==> src/rtl/l1p_pkg.sv <==
// ----------------------------------------------------------------------------
// l1p_pkg
// Shared Q60 constants, pipeline latencies and types for the ln(1+x) core.
// ----------------------------------------------------------------------------
package l1p_pkg;

   localparam int QB = 60;
   localparam int MUL_LAT = 6;
   localparam int RED_LAT = 15;
   localparam logic [63:0] DEC17 = 64'd100000000000000000;

   typedef logic signed [63:0] q60_type;

   typedef struct packed {
      logic        oor;
      q60_type     t;
      logic [63:0] den;
      q60_type     res0;
   } red_out_type;

   // decimal fraction with 17 digits to Q60, nearest, ties up
   function automatic logic [63:0] dec_q(input logic [63:0] digits);
      logic [63:0] rem;
      logic [63:0] quo;
      logic [63:0] ip;
      rem = digits;
      quo = '0;
      ip  = '0;
      for (int i = 0; i < 7; i++) begin
         if (rem >= DEC17) begin
            rem = rem - DEC17;
            ip  = ip + 64'd1;
         end
      end
      for (int i = 0; i < QB; i++) begin
         rem = {rem[62:0], 1'b0};
         quo = {quo[62:0], 1'b0};
         if (rem >= DEC17) begin
            rem    = rem - DEC17;
            quo[0] = 1'b1;
         end
      end
      rem = {rem[62:0], 1'b0};
      if (rem >= DEC17) begin
         quo = quo + 64'd1;
      end
      return (ip << QB) + quo;
   endfunction

   // divider latency: magnitude, integer steps, fraction and round steps, sum, sign
   function automatic int div_lat(input int int_bits);
      return int_bits + QB + 4;
   endfunction

   localparam logic [63:0] C_039   = dec_q(64'd39000000000000000);
   localparam logic [63:0] C_057   = dec_q(64'd57000000000000000);
   localparam logic [63:0] C_018   = dec_q(64'd18000000000000000);
   localparam logic [63:0] C_030   = dec_q(64'd30000000000000000);
   localparam logic [63:0] C_LN07  = dec_q(64'd35667494393873240);
   localparam logic [63:0] C_LN075 = dec_q(64'd28768207245178093);
   localparam logic [63:0] C_P1    = dec_q(64'd77938821567698780);
   localparam logic [63:0] C_P2    = dec_q(64'd6815528913297467);
   localparam logic [63:0] C_Q1    = dec_q(64'd111272154900886600);
   localparam logic [63:0] C_Q2    = dec_q(64'd23906247097528370);
   localparam logic [63:0] C_ONE   = 64'h1000_0000_0000_0000;
   localparam logic [63:0] C_TWO   = 64'h2000_0000_0000_0000;
   localparam logic [63:0] C_QTR   = 64'h0400_0000_0000_0000;

endpackage

==> src/rtl/l1p_reduce.sv <==
// ----------------------------------------------------------------------------
// l1p_reduce
// Input decode, band check and range reduction of x to the reduced
// argument t, the divisor 2+t and the band offset.
// ----------------------------------------------------------------------------
module l1p_reduce #(
   parameter int DATA_WIDTH = 32,
   parameter int FRAC_BITS  = 30
) (
   input  logic                     clock,
   input  logic [DATA_WIDTH-1:0]    x_in,
   output l1p_pkg::red_out_type     red_out
);

   localparam int SH = l1p_pkg::QB - FRAC_BITS;
   localparam logic [63:0] MAG_LIMIT = 64'd1 << FRAC_BITS;
   localparam logic [1:0] BAND_MID  = 2'd0;
   localparam logic [1:0] BAND_LOW  = 2'd1;
   localparam logic [1:0] BAND_HIGH = 2'd2;

   typedef struct packed {
      logic        oor;
      logic [1:0]  band;
      logic        msign;
      logic [63:0] alt;
   } side_type;

   // eight steps of long division by seven
   function automatic logic [66:0] div7_byte(input logic [2:0] rem_i,
                                             input logic [63:0] w_i);
      logic [2:0]  rem;
      logic [63:0] w;
      logic [3:0]  rr;
      rem = rem_i;
      w   = w_i;
      for (int k = 0; k < 8; k++) begin
         rr = {rem, w[63]};
         w  = {w[62:0], 1'b0};
         if (rr >= 4'd7) begin
            rem  = 3'(rr - 4'd7);
            w[0] = 1'b1;
         end else begin
            rem = rr[2:0];
         end
      end
      return {rem, w};
   endfunction

   logic [DATA_WIDTH-1:0] mag1_ff;
   logic                  neg1_ff;
   logic [63:0]           xm_in;
   logic                  oor_in;
   logic [1:0]            band_in;
   logic [63:0]           xm2_ff;
   logic                  neg2_ff;
   logic                  oor2_ff;
   logic [1:0]            band2_ff;
   logic [63:0]           m3_ff;
   logic [63:0]           alt3_ff;
   logic                  oor3_ff;
   logic [1:0]            band3_ff;
   logic [63:0]           mmag4_ff;
   side_type              side4_ff;
   logic [63:0]           w_ff    [0:8];
   logic [2:0]            rem_ff  [0:8];
   side_type              side_ff [0:8];
   logic [63:0]           t14_ff;
   logic                  oor14_ff;
   logic [1:0]            band14_ff;
   l1p_pkg::red_out_type  red_ff;

   always_comb begin
      xm_in  = 64'(mag1_ff) << SH;
      oor_in = (64'(mag1_ff) >= MAG_LIMIT)
             || (neg1_ff ? (xm_in > l1p_pkg::C_039) : (xm_in > l1p_pkg::C_057));
      if (oor_in || (xm_in <= l1p_pkg::C_018)) begin
         band_in = BAND_MID;
      end else begin
         band_in = neg1_ff ? BAND_LOW : BAND_HIGH;
      end
   end

   always_ff @(posedge clock) begin
      neg1_ff  <= x_in[DATA_WIDTH-1];
      mag1_ff  <= x_in[DATA_WIDTH-1] ? (~x_in + 1'b1) : x_in;
      // classify
      xm2_ff   <= oor_in ? 64'd0 : xm_in;
      neg2_ff  <= neg1_ff;
      oor2_ff  <= oor_in;
      band2_ff <= band_in;
      // x+0.3 for the low band, 3x+2 for the high band, signed x otherwise
      m3_ff    <= l1p_pkg::C_030 - xm2_ff;
      alt3_ff  <= (band2_ff == BAND_HIGH) ? (xm2_ff + {xm2_ff[62:0], 1'b0} + 64'd2)
                                          : (neg2_ff ? (64'd0 - xm2_ff) : xm2_ff);
      oor3_ff  <= oor2_ff;
      band3_ff <= band2_ff;
      mmag4_ff       <= m3_ff[63] ? (64'd0 - m3_ff) : m3_ff;
      side4_ff.msign <= m3_ff[63];
      side4_ff.alt   <= (band3_ff == BAND_HIGH) ? ({2'b00, alt3_ff[63:2]} - l1p_pkg::C_QTR)
                                                : alt3_ff;
      side4_ff.oor   <= oor3_ff;
      side4_ff.band  <= band3_ff;
      // 10|m| + 3, then divided by seven
      w_ff[0]    <= {mmag4_ff[60:0], 3'b000} + {mmag4_ff[62:0], 1'b0} + 64'd3;
      rem_ff[0]  <= 3'd0;
      side_ff[0] <= side4_ff;
   end

   for (genvar g = 1; g <= 8; g++) begin : g_div7
      logic [66:0] step_in;
      assign step_in = div7_byte(rem_ff[g-1], w_ff[g-1]);
      always_ff @(posedge clock) begin
         rem_ff[g]  <= step_in[66:64];
         w_ff[g]    <= step_in[63:0];
         side_ff[g] <= side_ff[g-1];
      end
   end

   always_ff @(posedge clock) begin
      if (side_ff[8].band == BAND_LOW) begin
         t14_ff <= side_ff[8].msign ? (64'd0 - w_ff[8]) : w_ff[8];
      end else begin
         t14_ff <= side_ff[8].alt;
      end
      oor14_ff  <= side_ff[8].oor;
      band14_ff <= side_ff[8].band;
      red_ff.oor <= oor14_ff;
      red_ff.t   <= $signed(t14_ff);
      red_ff.den <= l1p_pkg::C_TWO + t14_ff;
      unique case (band14_ff)
         BAND_LOW:  red_ff.res0 <= $signed(64'd0 - l1p_pkg::C_LN07);
         BAND_HIGH: red_ff.res0 <= $signed(l1p_pkg::C_LN075);
         default:   red_ff.res0 <= '0;
      endcase
   end

   assign red_out = red_ff;

endmodule

==> config.mk <==
export PLATFORM = sky130hd
export DESIGN_NAME = l1p_reduce
export DESIGN_NICKNAME = d
export VERILOG_FILES = /design/src/rtl/l1p_pkg.sv /design/src/rtl/l1p_reduce.sv
export SDC_FILE = /design/constraint.sdc
export NUM_CORES = 1
export LEC_CHECK = 0
export BUFFER_PORTS_ARGS = -buffer_cell sky130_fd_sc_hd__buf_2
export CORE_UTILIZATION = 30
export CTS_CLUSTER_SIZE = 20
export DETAILED_ROUTE_END_ITERATION = 7
export PLACE_DENSITY_LB_ADDON = 0.08
export SYNTH_ARGS = -nofsm -noshare
export SYNTH_HDL_FRONTEND = slang
export SYNTH_SLANG_ARGS = --single-unit
==> constraint.sdc <==
create_clock -name clock -period 7.7 [get_ports clock]
set_input_delay 1.54 -clock clock [delete_from_list [all_inputs] [get_ports clock]]
set_output_delay 1.54 -clock clock [all_outputs]
set_load 0.01 [all_outputs]
Yosys cells after proc, flatten, opt, wreduce, memory -nomap -nowiden
Memory sizes are Yosys's and may differ from the RTL's.
Index checks and enable logic that the tools add are counted.
Widths: inputs -> output; s select.
Cells by class
  add/sub/neg operators: 75
  magnitude comparators: 68
  equal/unequal tests: 5
  multiplexer cells: 138
  bitwise gates (word level): 1
  reductions and logical operators: 2
Operators by type and width (count)
  $mux 64: 5
  $ge 4x3->1 const B: 64
  $mux 3: 64
  $sub 3x3->3 const B: 64
  $add 64x2->64 const B: 2
  $pmux 64 s2: 1
  $mux 1: 65
  $add 62x63->64: 1
  $add 62x64->64 const A: 1
  $add 64x64->64: 1
  $sub 1x64->64 const A: 1
  $mux 63: 1
  $sub 1x62->63 const A: 1
  $sub 1x63->63 const A: 1
  $sub 59x62->63 const A: 1
  $sub 62x59->63 const B: 1
  $gt 62x59->1 const B: 1
  $gt 62x60->1 const B: 1
  $le 62x58->1 const B: 1
  $add 32x1->32 const B: 1
  $ge 32x31->1 const B: 1
  $not 32->32: 1
  $mux 31: 1
  $eq 2x2->1 const B: 3
  3 further kinds: 5
Word-level totals
  bits in registers: 590
  memory bits (writable): 1215
  output and inout port bits: 193
  logic and storage cells: 315
  memories: 3
Memory list
  side_ff: depth 9, width 68, read ports 9, clocked after memory_dff 0, write ports 9, line l1p_reduce.sv:66  | side_type side_ff [0:8];
  w_ff: depth 9, width 64, read ports 9, clocked after memory_dff 0, write ports 9, line l1p_reduce.sv:64  | logic [63:0] w_ff [0:8];
  rem_ff: depth 9, width 3, read ports 8, clocked after memory_dff 0, write ports 9, line l1p_reduce.sv:65  | logic [2:0] rem_ff [0:8];

Logic depth before layout (Yosys ltp)
An unclocked memory read counts as a cell.
  depth after elaboration: 17
  depth in mapped cells: 37
  depth with buffers taken out: 35

Least setup slack after synthesis
Ideal clock, no wire load.
  path type: register to register
  start: memory w_ff[1][63], in the netlist w_ff[0][127]
  end: memory rem_ff[2][1], in the netlist rem_ff[0][7]
  setup time: 0.123 ns
  arrival time: 7.331 ns
  slack: 0.246 ns
  stages on the path, launching flop included: 37
  buffers on the path: 2
  cells stage by stage: dfxtp_1 ha_1 a21oi_1 xnor2_1 ha_1 nand4bb_1 and4_1 buf_2 xnor2_1 ha_1 a32o_1 or3_1 and2_1 ha_1 buf_1 or2_2 o211ai_1 a22oi_2 xor2_1 ha_1 nand3_1 mux2i_1 or2_2 xor2_1 ha_1 a31oi_1 inv_2 xnor2_1 inv_1 ha_1 a21o_1 xor2_1 ha_1 nand2_1 nor4b_1 a311oi_2 mux2_1
RTL lines (line)
  start: declaration: l1p_reduce.sv:64
  end: declaration: l1p_reduce.sv:65

==> flow_summary.yaml <==
global_routing:
  grt_start_max_net_pins: 64
  vias_in_the_first_global_route: 21650
  wire_length_of_the_first_global_routing_pass_um: 112400
  global_route.overflow_total: 0
  antenna_violations_before_repair: 2
  overall_global_routing_usage: 0.1076
floorplanning:
  design.portCount: 226
  chipWidth_um: 358.7
  initial_utilization: 0.3032
  fp.dieH_um: 358.7
  rows: 130
  design.core.area_mm2: 0.1259
  dieArea_mm2: 0.1287
synthesis:
  synth_simple_gate_area_share: 0.09706
  ys_seq_elements: 1125
  ys_dominant_reg_cell: "sky130_fd_sc_hd__dfxtp_1"
  synth.mux.area_fraction: 0.02514
  synth_top_family_by_area: "compound AO/OA/AOI/OAI gates"
  yosys.area.top_type_share: 0.5900
  synth-compound-area-share: 0.1083
  postSynthCellCount: 3357
  synthesis.area_per_instance_um2: 11.37
  dominant_cells_by_area_after_synthesis: "sky130_fd_sc_hd__dfxtp_1 59%, sky130_fd_sc_hd__ha_1 6.8%, sky130_fd_sc_hd__xnor2_1 3.2%, sky130_fd_sc_hd__xor2_1 3.2%, sky130_fd_sc_hd__buf_4 2.4%"
  postSynth.asyncResetShare: 0
  yosysTopAreaCell: "sky130_fd_sc_hd__dfxtp_1"
  seq_area_frac_synth: 0.5900
  synthAdderAreaFrac: 0.06805
  xor_xnor_cell_area_share_of_the_yosys_netlist: 0.06379
  post_synth_num_cell_types: 102
  syn_area_mm2: 0.03817
  number_of_synthesized_flops_with_an_enable_pin: 0
  yosys_warnings: 0
worst_setup_path:
  critical_path.max_fanout: 7
  worstSetupStartpointType: "flip-flop"
  worst-endpoint-required_ps: 8300
  r2r-start: "rem_ff[0][6]"
  setup.worst_path.class: "reg -> reg"
  cpMaxStageDelayCell: "sky130_fd_sc_hd__dfxtp_1"
  crit_start: "rem_ff[0][6]"
  setup.worst_path.end_class: "flip-flop"
  cp_slowest_stage_delay_ps: 420
  timing.critical_path.arrival_ps: 7790
place:
  pre_cts_slack_ps: -121.1
  detailed_place_hpwl_um: 49490
  place.gp.congestion: 0.7754
  placed_cell_count: 5069
  place.port_buffers: 207
sta:
  timing_limited_maximum_frequency_mhz: 139.0
  final.setup.tns_ps: 0
  setup_ws_ps: 504.6
  finalSetupViolCount: 0
  worst_slew_margin_rel: 0.3259
  timing.final.hold_violations: 0
  layout_worst_path_cycle_share: 0.9345
  period_minus_slack_ps: 7195
  final_max_slew_viol_count: 0
  fin_skew_ps: 39.76
  timing_worst_slew_pin_value_ps: 1011
drt:
  initialDrtViolationCount: 932
  drc: 0
  wl_per_cell_um: 13.10
  drt_pass1_iterations: 7
  final_antenna_net_count: 0
  route.final.wire_length_um: 69440
  routed_via_density: 4.163
  dr_total_vias: 22070
clock_network:
  worst_setup_hold_path_clk_slew_ps: 60
  htree_num_levels: 3
  clockRootBuffer: "sky130_fd_sc_hd__clkbuf_16"
  cts_tree: "built"
  worstSkewPairLatency_ps: 710
  maximum_clock_insertion_buffer_count: 3
  clock-sinks: 1125
  numCtsBuffers: 119
layout:
  layout_commonest_cell: "sky130_fd_sc_hd__dfxtp_1"
  layout.cells.most_common_list: "1121 x sky130_fd_sc_hd__dfxtp_1, 216 x sky130_fd_sc_hd__nand2_1, 207 x sky130_fd_sc_hd__buf_2"
  drive_above_1_share: 0.1572
  flow.area_growth_from_synthesis_pct: 17.38
  final_nets: 3789
  fillCellCount: 12440
  final_standard_cell_count_with_taps_included_and_fillers_excluded: 5302
  diode_count: 0
worst_hold_path:
  hp-start: "side4_ff[42]"
  worst_hold_path_type: "reg -> reg"
outcome:
  status: "completed"
flow_run:
  cap_viol_max_count: 0
[area by class of cell]
cell class                 instances  area [um2]  share of cell area
inverter                         175       656.9             0.01466
clock buffer                     173        3452             0.07705
multi-input combinational       1892       14070              0.3141
sequential                      1125       22530              0.5028
tap                             1650        2064             0.04608
timing repair buffer             236        1254             0.02798
clock inverter                    51       774.5             0.01729
[what timing repair did]
item,4_1_cts,5_1_grt
gates resized for setup,4,29
endpoints found under the setup margin,2,12
hold buffers,0,0
gates cloned,0,0
pin swaps,1,6
buffers inserted,0,9
[synth_stat cells (all sizes together) (15+ instances only)]
master  number
and2        42
nor2b       36
o21bai      19
a211oi      16
dfxtp     1125
nand2      217
or2         17
a21o        64
o41ai       16
nor2       113
nand4       26
a31oi       20
a21oi       94
o21ai      178
mux2i       33
mux2        53
xnor2      139
nand3b      16
o31ai       34
nand2b      29
or3         28
buf        134
nor4        19
xor2       139
ha         206
nor3        25
clkbuf      50
o21a        18
inv        174
or4         15
and3        20
o211ai      21
nand3       42
[cells by family (layout without fill, tap and decap cells)]
logic type | after synthesis | after routing
compound gates | 604 | 604
xor+xnor | 278 | 278
fa+ha+maj | 207 | 207
buf+inv | 359 | 635
flops | 1125 | 1125
mux | 86 | 86
other cells | 1 | 20
simple gates | 697 | 697
[critical path, delay by kind of cell (launching register included)]
kind / cells / cell delay, ps
mux: 2 / 550
fa+ha+maj: 8 / 1680
compound gates: 9 / 1760
flops: 1 / 420
xor+xnor: 6 / 1060
buf+inv: 2 / 240
simple gates: 8 / 1370
[stage by stage]
step / area, um2 / utilization / hold WS [ps]
floorplan: 38240 / - / 309.6
global placement: 40350 / 0.3205 / 309.9
detailed placement: 40350 / 0.3205 / 312.1
CTS: 44590 / 0.3542 / 286.1
global route: 44800 / 0.3559 / 303.5
finish: 44800 / 0.3559 / 293.2
[metal layers]
metal  share of wire  track usage
met4           0.034      0.04458
met3           0.040      0.02426
met2            0.43       0.1680
met1            0.49       0.1425
met5               0            0
[registers in the layout, indices dropped and copies added, names as in the netlist]
name and flops:
alt3_ff 35, band14_ff 2, band2_ff 2, band3_ff 2, m3_ff 34, mag1_ff 32
mmag4_ff 35, neg1_ff 1, neg2_ff 1, oor14_ff 1, oor2_ff 1, oor3_ff 1
red_out 71, rem_ff 21, side4_ff 40, side_ff 369, t14_ff 64, w_ff 381
xm2_ff 32
[worst paths after layout]
kind                    end  slack (ps)  cells after the start
min reg2reg  side_ff[0][42]         290                      0
max           rem_ff[0][10]         500                     35
min          side_ff[0][42]         290                      0
max reg2reg   rem_ff[0][10]         500                     35
Power is not shown: default switching activity piles up to over one toggle a cycle in this logic, so the estimate is an artifact.
